### src/hdl/mwe_pkg.sv
// shared types, constants and helpers of the meyer wavelet evaluator
`default_nettype none
package mwe_pkg;

	localparam int CORDIC_STEPS_DEF = 24;
	localparam int CORDIC_MAX       = 32;
	localparam int QUEUE_DEPTH      = 2;

	localparam int PW    = 24;   // point width
	localparam int TW    = 25;   // shifted point width
	localparam int AW    = 32;   // binary angle width
	localparam int XYW   = 33;   // cordic vector width, q30
	localparam int ZW    = 34;   // cordic residual angle width
	localparam int QB    = 34;   // quotient magnitude bits
	localparam int NMW   = 60;   // numerator magnitude width
	localparam int KW    = 30;   // width of 3/(4pi) in q32
	localparam int NUM_W = 90;   // scaled numerator width
	localparam int DEN_W = 81;   // scaled denominator width
	localparam int RW    = 32;   // result width
	localparam int DIV_LAT = QB + 2;

	localparam logic [KW-1:0]         K_3_OVER_4PI = 30'd1025347913;
	localparam logic signed [XYW-1:0] CORDIC_START = 33'sd652032874;
	localparam logic signed [RW-1:0]  LIMIT_ZERO   = 32'sd18305282;
	localparam logic signed [RW-1:0]  LIMIT_THREEQ = 32'sd3560236;
	localparam logic signed [TW-1:0]  Q16_THREEQ   = 25'sd49152;
	localparam logic signed [TW-1:0]  Q16_THREE8   = 25'sd24576;
	localparam logic signed [TW-1:0]  Q16_HALF     = 25'sd32768;
	localparam logic signed [48:0]    E_WIDE       = 49'sd2415919104;
	localparam logic signed [48:0]    E_NARROW     = 49'sd603979776;

	// atan(2^-i) in turns, q32
	localparam logic [29:0] ATAN_TURNS [CORDIC_MAX] = '{
		30'h20000000, 30'h12E4051E, 30'h09FB385B, 30'h051111D4, 30'h028B0D43, 30'h0145D7E1,
		30'h00A2F61E, 30'h00517C55, 30'h0028BE53, 30'h00145F2F, 30'h000A2F98, 30'h000517CC,
		30'h00028BE6, 30'h000145F3, 30'h0000A2FA, 30'h0000517D, 30'h000028BE, 30'h0000145F,
		30'h00000A30, 30'h00000518, 30'h0000028C, 30'h00000146, 30'h000000A3, 30'h00000051,
		30'h00000029, 30'h00000014, 30'h0000000A, 30'h00000005, 30'h00000003, 30'h00000001,
		30'h00000001, 30'h00000000
	};

	typedef enum logic [1:0] {
		KIND_NORMAL,
		KIND_LIMIT_ZERO,
		KIND_LIMIT_THREEQ,
		KIND_UNDEF
	} mwe_kind_t;

	typedef struct packed {
		logic                  op;
		logic signed [TW-1:0]  t;
		mwe_kind_t             kind;
	} mwe_item_t;

	// residue modulo 3 of a signed 11-bit value, by base-4 digit sums
	function automatic logic [1:0] mod3(input logic signed [10:0] h);
		logic [11:0] v;
		logic [4:0]  s1;
		logic [2:0]  s2;
		logic [2:0]  s3;
		v  = 12'($signed({h[10], h}) + 12'sd1026);
		s1 = 5'(v[1:0]) + 5'(v[3:2]) + 5'(v[5:4]) + 5'(v[7:6]) + 5'(v[9:8]) + 5'(v[11:10]);
		s2 = 3'(s1[1:0]) + 3'(s1[3:2]) + 3'(s1[4]);
		s3 = 3'(s2[1:0]) + 3'(s2[2]);
		return (s3 >= 3'd3) ? 2'(s3 - 3'd3) : s3[1:0];
	endfunction

endpackage
`default_nettype wire

### src/hdl/mwe_queue.sv
// short request queue between front and back
`default_nettype none
module mwe_queue (
	input  wire logic          clk,
	input  wire logic          arst_n,
	input  wire logic          push,
	input  wire mwe_pkg::mwe_item_t wr_item,
	input  wire logic          pop,
	output mwe_pkg::mwe_item_t rd_item,
	output logic               full,
	output logic               empty
);
	import mwe_pkg::*;

	localparam int PtrW = (QUEUE_DEPTH > 1) ? $clog2(QUEUE_DEPTH) : 1;
	localparam int CntW = $clog2(QUEUE_DEPTH + 1);

	mwe_item_t       mem_q [QUEUE_DEPTH];
	logic [PtrW-1:0] wr_ptr_q;
	logic [PtrW-1:0] rd_ptr_q;
	logic [CntW-1:0] count_q;

	assign full    = (count_q == CntW'(QUEUE_DEPTH));
	assign empty   = (count_q == '0);
	assign rd_item = mem_q[rd_ptr_q];

	function automatic logic [PtrW-1:0] next_ptr(input logic [PtrW-1:0] p);
		return (p == PtrW'(QUEUE_DEPTH - 1)) ? '0 : PtrW'(p + 1'b1);
	endfunction

	always_ff @(posedge clk or negedge arst_n) begin
		if (!arst_n) begin
			wr_ptr_q <= '0;
			rd_ptr_q <= '0;
			count_q  <= '0;
		end else begin
			if (push) wr_ptr_q <= next_ptr(wr_ptr_q);
			if (pop)  rd_ptr_q <= next_ptr(rd_ptr_q);
			if (push && !pop)      count_q <= CntW'(count_q + 1'b1);
			else if (pop && !push) count_q <= CntW'(count_q - 1'b1);
		end
	end

	always_ff @(posedge clk) begin
		if (push) begin
			mem_q[wr_ptr_q] <= wr_item;
		end
	end

	a_no_overflow: assert property (@(posedge clk) disable iff (!arst_n)
		!(push && full && !pop) && !(pop && empty))
		else $error("queue overflow or underflow");

endmodule
`default_nettype wire

### config.mk
export PLATFORM = sky130hd
export DESIGN_NAME = mwe_queue
export DESIGN_NICKNAME = d
export VERILOG_FILES = /design/src/hdl/mwe_pkg.sv /design/src/hdl/mwe_queue.sv
export SDC_FILE = /design/constraint.sdc
export NUM_CORES = 1
export LEC_CHECK = 0
export BUFFER_PORTS_ARGS = -buffer_cell sky130_fd_sc_hd__buf_2
export CAP_MARGIN = 20
export CORE_AREA = 4 4 86 88
export DETAILED_ROUTE_END_ITERATION = 7
export DIE_AREA = 0 0 90 92
export PLACE_DENSITY = 0.66
export SLEW_MARGIN = 0
export SYNTH_ARGS = -nofsm -noshare
export SYNTH_HDL_FRONTEND = slang
export SYNTH_SLANG_ARGS = --single-unit
### constraint.sdc
create_clock -name clk -period 5 [get_ports clk]
set_input_delay 0.25 -clock clk [delete_from_list [all_inputs] [get_ports clk]]
set_output_delay 0.25 -clock clk [all_outputs]
set_load 0.01 [all_outputs]
==> flow_summary.toml <==
[outcome]
status = "finished, final reports clean"

[synth]
synth_area_sq_mm = 0.00225
synth-simple-area-share_pct = 1.17
synth_cell_types = 14
synth.largest_area_cell = "edfxtp_1"
synthTopCellsByArea = "edfxtp_1 75%, mux2_2 9.0%, mux2_4 6.7%, dfrtp_1 4.4%, xor2_1 1.6%"
yosysSeqAreaShare_pct = 79.0
synthAdderAreaFrac_pct = 0.555
synth_seq_cells = 60
syn-num-nets = 136
yosys_warnings = 0
synth_top_area_share_pct = 74.6
synth_compound_area_share_pct = 0
syn_avg_cell_area_sq_um = 21.9
synthMuxAreaShare_pct = 15.6
synth_cells = 103
synth_top_family_by_area = "multiplexers"
synthXorXnorAreaFrac_pct = 1.94

[finish]
final_common_cell = "buf_2"
final_cell_mix = "61 x buf_2, 56 x edfxtp_1, 18 x mux2_2, 10 x mux2_4, 9 x clkbuf_8"
nets = 209
n_antenna_cell = 0
fillCellCount = 599
drive_gt1_share_pct = 58.9
area_delta_synth_final_pct = 25.0
design_area_sq_mm = 0.00282

[sta]
slew_headroom_pct = 72.1
setup-tns-final_ns = 0
grt_setup_unrepaired = "no"
slew_viol_final = 0
setup_viol = 0
finClkSkew_ns = 0.00397
whs_ns = 0.118
setup_slack_ns = 3.11
tightest_slew_ns = 0.419
timing.fmax_ghz = 0.529
period_minus_slack_ns = 1.89
timing.final.crit_share_pct = 37.8
hold_viol = 0

[power]
power.density_mw_per_mm2 = 533
ir_drop_uv = 235
p_leak_nw = 1.11

[clock_tree]
h-tree-depth = 3
post-cts-setup-buffers = 0
clock_latency_ns = 0.32
cts.sinks = 60
cts.path.max_buffers = 2
cts_buffers = 9
clkTransAtPathRegs_ns = 0.06
cts_tree = "done"
cts-root-buf = "clkbuf_8"

[worst_setup_path]
arrival_ns = 1.64
reg2reg_from = "wr_ptr_q$_DFFE_PN0P_"
start_kind = "flip-flop"
crit_path_start = "rd_ptr_q$_DFFE_PN0P_"
cpPeakStageDelay_ns = 0.40
worst-path-buf-inv = 2
end_kind = "output port"
cp_cell_sequence = "buf_4, mux2_2, buf_2"
worstSetupPathType = "reg -> out"
cp_slowest_cell = "buf_4"
cp_top_family = "buffers and inverters"
required_ns = 4.75
cp_max_fo = 27

[placed_design]
portBuffers = 61
place_area_sq_mm = 0.00265
dpl_worst_slack_ns = 3.41
hpwlAfterDp_microns = 2450
globalplace.congestion = 0.681

[grt]
grt_max_degree = 29
use_met1_pct = 11.5
antenna_found_initial = 0
grt_pass1_vias = 1245
gr-usage-met2_pct = 15.6
busiest_layer = "met2"
grt_usage_pct = 9.80
grt-ovfl-total = 0
grt_pass1_wl_microns = 6110
groute.layer.met3.usage_pct = 4.92

[min_path]
min_from = "wr_item[11]"
hold_path_class = "in -> reg"

[floorplan]
die_area_sq_mm = 0.00828
rows = 30
io_pins = 62
dieHeight_microns = 92
core_area_sq_mm = 0.00664
die_w_microns = 90
initial_core_util_pct = 33.9

[detailed_routing]
drt_wl_total_microns = 3710
drtIter0Drc = 27
routed-via-count = 1128
post-route-drc-count = 0
vias_per_cell = 4.34
ant_nets = 0
drt_first_pass_iters = 3
wl_per_cell_microns = 14.3

[job]
drv_cap = 0
final cells by class:
| type | instances | area (sq um) | share of cell area, % |
|---|---|---|---|
| multi-input cells | 39 | 438 | 15.5 |
| inverters | 1 | 3.75 | 0.133 |
| repair buffers | 65 | 338 | 12.0 |
| clock buffers | 9 | 124 | 4.40 |
| well taps | 80 | 100 | 3.55 |
| flip-flops and latches | 60 | 1780 | 63.2 |
| clock inverters | 6 | 32.5 | 1.15 |
worst paths after layout:
| path | end | slack [ns] | cells after the start |
|---|---|---|---|
| max reg2reg | mem_q[1][2]$_DFFE_PP_ | 3.77 | 2 |
| min reg2reg | wr_ptr_q$_DFFE_PN0P_ | 0.50 | 1 |
| min | mem_q[0][11]$_DFFE_PP_ | 0.12 | 1 |
| max in group asynchronous | rd_ptr_q$_DFFE_PN0P_ | 4.62 | 2 |
| min in group asynchronous | count_q[0]$_DFFE_PN0P_ | 0.26 | 2 |
| max | rd_item[2] | 3.11 | 3 |
registers in the layout (all words and copies together), names as in the netlist:
| name | count |
|---|---|
| mem_q | 56 |
| count_q | 2 |
| rd_ptr_q | 1 |
| wr_ptr_q | 1 |
stage by stage:
step                total power [mW]  std cells  utilization, %
floorplan                       1.03        103               -
global placement                1.18        244            39.9
detailed placement              1.18        244            39.9
CTS                             1.53        260            42.4
global route                    1.60        260            42.4
finish                          1.50        260            42.4
power breakdown:
part           switching [mW]  internal [mW]  total [mW]
registers              0.0337          0.670       0.704
clock network           0.171          0.171       0.342
logic                   0.228          0.226       0.455
total                   0.433           1.07        1.50
synthesized netlist by cell type:
cell type   n
and2_1      1
buf_4       1
buf_6       1
buf_8       1
dfrtp_1     4
edfxtp_1   56
ha_1        1
inv_1       1
mux2_2     18
mux2_4     10
nor2_1      2
nor2b_1     2
xnor2_1     1
xor2_1      4
logic make-up after synthesis:
family        after synthesis
mux                        28
simple gates                5
flops                      60
xor+xnor                    5
buf+inv                     4
fa+ha+maj                   1
layer usage:
metal | vias to the layer above | wire length (microns)
li1 | 541 | -
met1 | 540 | 1590
met2 | 43 | 1850
met3 | 4 | 253
met4 | 0 | 21
met5 | - | 0
what timing repair did:
item / 4_1_cts / 5_1_grt
hold buffers: 1 / 0
resized for setup: 0 / 0
endpoints found under the setup margin: 0 / 0
hold endpoints to repair: 4 / 0
Power figures use the tool's default switching activity.
