[config.mk]
export PLATFORM = sky130hd
export DESIGN_NAME = mwe_front
export DESIGN_NICKNAME = d
export VERILOG_FILES = /design/src/hdl/mwe_pkg.sv /design/src/hdl/mwe_front.sv
export SDC_FILE = /design/constraint.sdc
export NUM_CORES = 1
export LEC_CHECK = 0
export BUFFER_PORTS_ARGS = -buffer_cell sky130_fd_sc_hd__buf_2
export CAP_MARGIN = 30
export CORE_AREA = 5 5 69 71
export CTS_CLUSTER_SIZE = 28
export DETAILED_ROUTE_END_ITERATION = 8
export DIE_AREA = 0 0 74 76
export PLACE_DENSITY = 0.85
export SKIP_CTS_REPAIR_TIMING = 1
export SLEW_MARGIN = 20
export SYNTH_ARGS = -nofsm -noshare
export SYNTH_HDL_FRONTEND = slang
export SYNTH_SLANG_ARGS = --single-unit
[constraint.sdc]
create_clock -name clk -period 2 [get_ports clk]
set_input_delay 0.2 -clock clk [delete_from_list [all_inputs] [get_ports clk]]
set_output_delay 0.2 -clock clk [all_outputs]
set_load 0.01 [all_outputs]
[src/hdl/mwe_pkg.sv]
// shared types, constants and helpers of the meyer wavelet evaluator
`default_nettype none
package mwe_pkg;

	localparam int CORDIC_STEPS_DEF = 24;
	localparam int CORDIC_MAX       = 32;
	localparam int QUEUE_DEPTH      = 2;

	localparam int PW    = 24;   // point width
	localparam int TW    = 25;   // shifted point width
	localparam int AW    = 32;   // binary angle width
	localparam int XYW   = 33;   // cordic vector width, q30
	localparam int ZW    = 34;   // cordic residual angle width
	localparam int QB    = 34;   // quotient magnitude bits
	localparam int NMW   = 60;   // numerator magnitude width
	localparam int KW    = 30;   // width of 3/(4pi) in q32
	localparam int NUM_W = 90;   // scaled numerator width
	localparam int DEN_W = 81;   // scaled denominator width
	localparam int RW    = 32;   // result width
	localparam int DIV_LAT = QB + 2;

	localparam logic [KW-1:0]         K_3_OVER_4PI = 30'd1025347913;
	localparam logic signed [XYW-1:0] CORDIC_START = 33'sd652032874;
	localparam logic signed [RW-1:0]  LIMIT_ZERO   = 32'sd18305282;
	localparam logic signed [RW-1:0]  LIMIT_THREEQ = 32'sd3560236;
	localparam logic signed [TW-1:0]  Q16_THREEQ   = 25'sd49152;
	localparam logic signed [TW-1:0]  Q16_THREE8   = 25'sd24576;
	localparam logic signed [TW-1:0]  Q16_HALF     = 25'sd32768;
	localparam logic signed [48:0]    E_WIDE       = 49'sd2415919104;
	localparam logic signed [48:0]    E_NARROW     = 49'sd603979776;

	// atan(2^-i) in turns, q32
	localparam logic [29:0] ATAN_TURNS [CORDIC_MAX] = '{
		30'h20000000, 30'h12E4051E, 30'h09FB385B, 30'h051111D4, 30'h028B0D43, 30'h0145D7E1,
		30'h00A2F61E, 30'h00517C55, 30'h0028BE53, 30'h00145F2F, 30'h000A2F98, 30'h000517CC,
		30'h00028BE6, 30'h000145F3, 30'h0000A2FA, 30'h0000517D, 30'h000028BE, 30'h0000145F,
		30'h00000A30, 30'h00000518, 30'h0000028C, 30'h00000146, 30'h000000A3, 30'h00000051,
		30'h00000029, 30'h00000014, 30'h0000000A, 30'h00000005, 30'h00000003, 30'h00000001,
		30'h00000001, 30'h00000000
	};

	typedef enum logic [1:0] {
		KIND_NORMAL,
		KIND_LIMIT_ZERO,
		KIND_LIMIT_THREEQ,
		KIND_UNDEF
	} mwe_kind_t;

	typedef struct packed {
		logic                  op;
		logic signed [TW-1:0]  t;
		mwe_kind_t             kind;
	} mwe_item_t;

	// residue modulo 3 of a signed 11-bit value, by base-4 digit sums
	function automatic logic [1:0] mod3(input logic signed [10:0] h);
		logic [11:0] v;
		logic [4:0]  s1;
		logic [2:0]  s2;
		logic [2:0]  s3;
		v  = 12'($signed({h[10], h}) + 12'sd1026);
		s1 = 5'(v[1:0]) + 5'(v[3:2]) + 5'(v[5:4]) + 5'(v[7:6]) + 5'(v[9:8]) + 5'(v[11:10]);
		s2 = 3'(s1[1:0]) + 3'(s1[3:2]) + 3'(s1[4]);
		s3 = 3'(s2[1:0]) + 3'(s2[2]);
		return (s3 >= 3'd3) ? 2'(s3 - 3'd3) : s3[1:0];
	endfunction

endpackage
`default_nettype wire

[src/hdl/mwe_front.sv]
// front end: takes requests, forms the shifted point and classifies special points
`default_nettype none
module mwe_front (
	input  wire logic                       clk,
	input  wire logic                       arst_n,
	input  wire logic                       start,
	input  wire logic                       operation,
	input  wire logic signed [mwe_pkg::PW-1:0] point,
	input  wire logic                       q_full,
	output logic                            busy,
	output logic                            push,
	output mwe_pkg::mwe_item_t              item
);
	import mwe_pkg::*;

	logic                 valid_s1;
	mwe_item_t            item_s1;
	mwe_item_t            item_d;
	logic signed [TW-1:0] t_d;
	logic signed [TW-1:0] at_d;
	logic                 accept;

	always_comb begin
		t_d = operation ? ($signed({point[PW-1], point}) - Q16_HALF)
		                : $signed({point[PW-1], point});
		at_d = t_d[TW-1] ? -t_d : t_d;
		item_d.op   = operation;
		item_d.t    = t_d;
		item_d.kind = KIND_NORMAL;
		if (!operation) begin
			if (t_d == '0)
				item_d.kind = KIND_LIMIT_ZERO;
			else if (t_d == Q16_THREEQ || t_d == -Q16_THREEQ)
				item_d.kind = KIND_LIMIT_THREEQ;
		end else if (t_d == '0 || at_d == Q16_THREEQ || at_d == Q16_THREE8) begin
			item_d.kind = KIND_UNDEF;
		end
	end

	assign busy   = valid_s1 && q_full;
	assign push   = valid_s1 && !q_full;
	assign accept = start && !busy;
	assign item   = item_s1;

	always_ff @(posedge clk or negedge arst_n) begin
		if (!arst_n) begin
			valid_s1 <= 1'b0;
		end else if (accept) begin
			valid_s1 <= 1'b1;
		end else if (push) begin
			valid_s1 <= 1'b0;
		end
	end

	always_ff @(posedge clk) begin
		if (accept) begin
			item_s1 <= item_d;
		end
	end

endmodule
`default_nettype wire

==> impl_results.md <==
- Status: finished with violations
- Violated checks: setup timing
- Synthesized Nets: 189
- Slew @ Worst Pin: 499.9 ps
- Total CTS buffers: 5
- Seq cells post-synth: 29
- Fin. max-slew vios: 0
- Area leader, netlist: edfxtp_1
- WHS: 116.1 ps
- Sw frac: 0.2750
- Gr usage total: 0.1717
- Final WL: 5141 um
- I/O pin count: 59
- Achievable Freq: 469.1 MHz
- Leakage power: 1.125 nW
- Area contributors post-synth: edfxtp_1 49%, o21ai_0 2.9%, a21oi_1 2.0%, nand3_1 2.0%, nor3_1 2.0%
- TritonCTS clock tree: yes
- Synthesis Warnings: 0
- XOR/XNOR Fraction of Synth Area: 0.03974
- CTS root buf: clkbuf_8
- Worst setup path category: in -> reg
- Synth Area per Inst: 10.89 sq um
- Mapped Area: 0.001732 sq mm
- Clock skew: 6.616 ps
- Layout Nets: 307
- Clock Sinks: 29
- Max clock buf depth: 2
- Hold Fails Final Rpt: 0
- Commonest non-fill, non-tap cell in the layout: buf_4
- Asr flop ratio synth: 0.03448
- Synth-to-Final Area Change: 55.42%
- PD cells: 572.5 mW/mm^2
- Seq pwr share: 0.463
- Largest net degree at the start of global routing: 29
- Leading cell types in the layout, fill and taps excluded: 58 x buf_4, 54 x buf_2, 28 x edfxtp_1
- Number of vias per cell: 5.461
- FP Rows: 24
- Initial core utilization: 0.4149
- Clock Latency Late Sink: 290 ps
- Predominant post-synthesis flop cell: edfxtp_1
- Rel. slew slack: 0.6625
- Post-synthesis mux area share: 0
- Setup tns final: -242.2 ps
- Antenna fix cells: 0
- Setup repair after global routing missed its margin: yes
- Worst endpoint required time: 2030 ps
- EDFF count, synth: 28
- Worst EP arrival: 2160 ps
- First-pass GRT wire length: 7590 um
- Synth cell types: 56
- Drt first pass iters: 4
- DR DRC count: 0
- Crit-path max FO: 2
- Via count: 1802
- Per-cell routed wire length: 15.58 um
- Die Ht: 76 um
- Routability-driven placement congestion ratio: 0.8904
- Synth Area in Simple Gates: 0.2348
- Layout cells sized above 1: 0.5324
- Seq/Total Area, Yosys: 0.5000
- Crit end category: register
- Cell Int Power: 1.117 mW
- Grt ovf: 0
- Cells after Synth: 159
- Worst setup margin: -131.7 ps
- Post-route ant nets: 0
- Top cell type's share of synthesized area: 0.4855
- Number of fillers in the final layout: 334
- Largest family of logic cells by synthesized area: simple AND/OR/NAND/NOR gates
- Post-synthesis adder-cell area fraction: 0.007225
- Combinational power share: 0.229
- Post-synthesis compound-gate area fraction: 0.1835
- Maximum vdd ir drop: 0.2284 mV
- Die Area: 0.005624 sq mm
- Worst Hold Class: in -> reg
- Crit path time final: 2132 ps
- Starting DRC count in detailed routing: 135
- H-tree levels: 2
- Clock power frac: 0.308
- Core ar.: 0.004174 sq mm
- # setup viols final: 2
- Vias in the first global route: 1696
- Clock-pin slew of the registers on the worst-case setup and hold paths: 60 ps
- NetSw: 0.4237 mW
- IO buf count: 58
- Post-detail-place hpwl: 3722 um
- CP Launch Type: primary input
- Max-cap violations: 0
- Die width: 74 um
- Final Cycle Share: 1.066
- Initial antenna violation count: 0
-- path summary, 6_finish.rpt --
check	startpoint	endpoint	slack [ps]	depth (start not counted)
hold reg to reg	valid_s1$_DFFE_PN0P_	valid_s1$_DFFE_PN0P_	640	2
hold / removal	start	valid_s1$_DFFE_PN0P_	120	2
min in group asynchronous	arst_n	valid_s1$_DFFE_PN0P_	210	2
max in group asynchronous	arst_n	valid_s1$_DFFE_PN0P_	1700	2
setup / recovery	point[2]	item[0]$_DFFE_PP_	-130	8
setup reg to reg	valid_s1$_DFFE_PN0P_	item[8]$_DFFE_PP_	680	3
-- flip-flops by register name, indices dropped and copies added (netlist names) --
register  flops
item         28
valid_s1      1
-- stage by stage --
step           worst slack (ps)  cell area (sq um)  std cells  power (mW)  utilization
6_report                 -131.7               2691        330       1.541       0.6448
5_1_grt                  -211.0               2691        330       1.610       0.6448
4_1_cts                  -149.4               2569        326       1.518       0.6154
3_5_place_dp             -331.3               2482        318       1.050       0.5947
3_3_place_gp             -282.5               2482        318       1.039       0.5947
2_1_floorplan            -150.7               1740        159      0.8593            -
-- synth_stat cells (4+ instances only) --
library cell and instances:
a31oi_1 4, o21ai_0 10, or4_1 4, edfxtp_1 28, xnor2_1 4, nand2_1 6
a21oi_1 7, inv_1 8, nand3_1 7, nor3_1 7, nor2_1 8
-- per-layer routing --
layer	global-route usage	wire length (um)	share of wire	vias up
met5	0	0	0	-
met4	0.08877	168	0.033	0
met3	0.04090	380	0.074	18
met2	0.2793	2624	0.51	84
met1	0.2059	1967	0.38	831
li1	-	-	-	869
-- area by class of cell --
class	instances	area, sq um	share of cell area
Timing Repair Buffer	117	760.7	0.2827
Tap cell	52	65.06	0.02417
Multi-Input combinational cell	115	879.6	0.3268
Clock inverter	3	17.52	0.006509
Clock buffer	5	68.82	0.02557
Sequential cell	29	865.8	0.3217
Inverter	9	33.78	0.01255
-- power groups by stage --
stage / Combinational [mW] / Sequential (mW) / Clock [mW]
global route: 0.379 / 0.717 / 0.514
detailed placement: 0.322 / 0.727 / 0
CTS: 0.324 / 0.714 / 0.479
global placement: 0.313 / 0.726 / 0
floorplan: 0.112 / 0.747 / 0
finish: 0.352 / 0.714 / 0.475
-- worst max-delay path: stages --
cell,delay (ps)
buf_6,90
or4_4,550
nor4b_4,320
nand2_1,110
o311ai_0,450
o221ai_2,170
nand4_1,170
o31ai_1,100
-- kinds of logic (layout without fill, tap and decap cells) --
| kind of cell | count (synthesis) | in the layout |
|---|---|---|
| AND/OR/NAND/NOR | 62 | 62 |
| AO/OA/AOI/OAI | 45 | 45 |
| flip-flops | 29 | 29 |
| buffers and inverters | 15 | 134 |
| XOR/XNOR | 7 | 7 |
| adder cells (fa/ha/maj) | 1 | 1 |
Note: power is estimated with default switching activity, not from simulation.
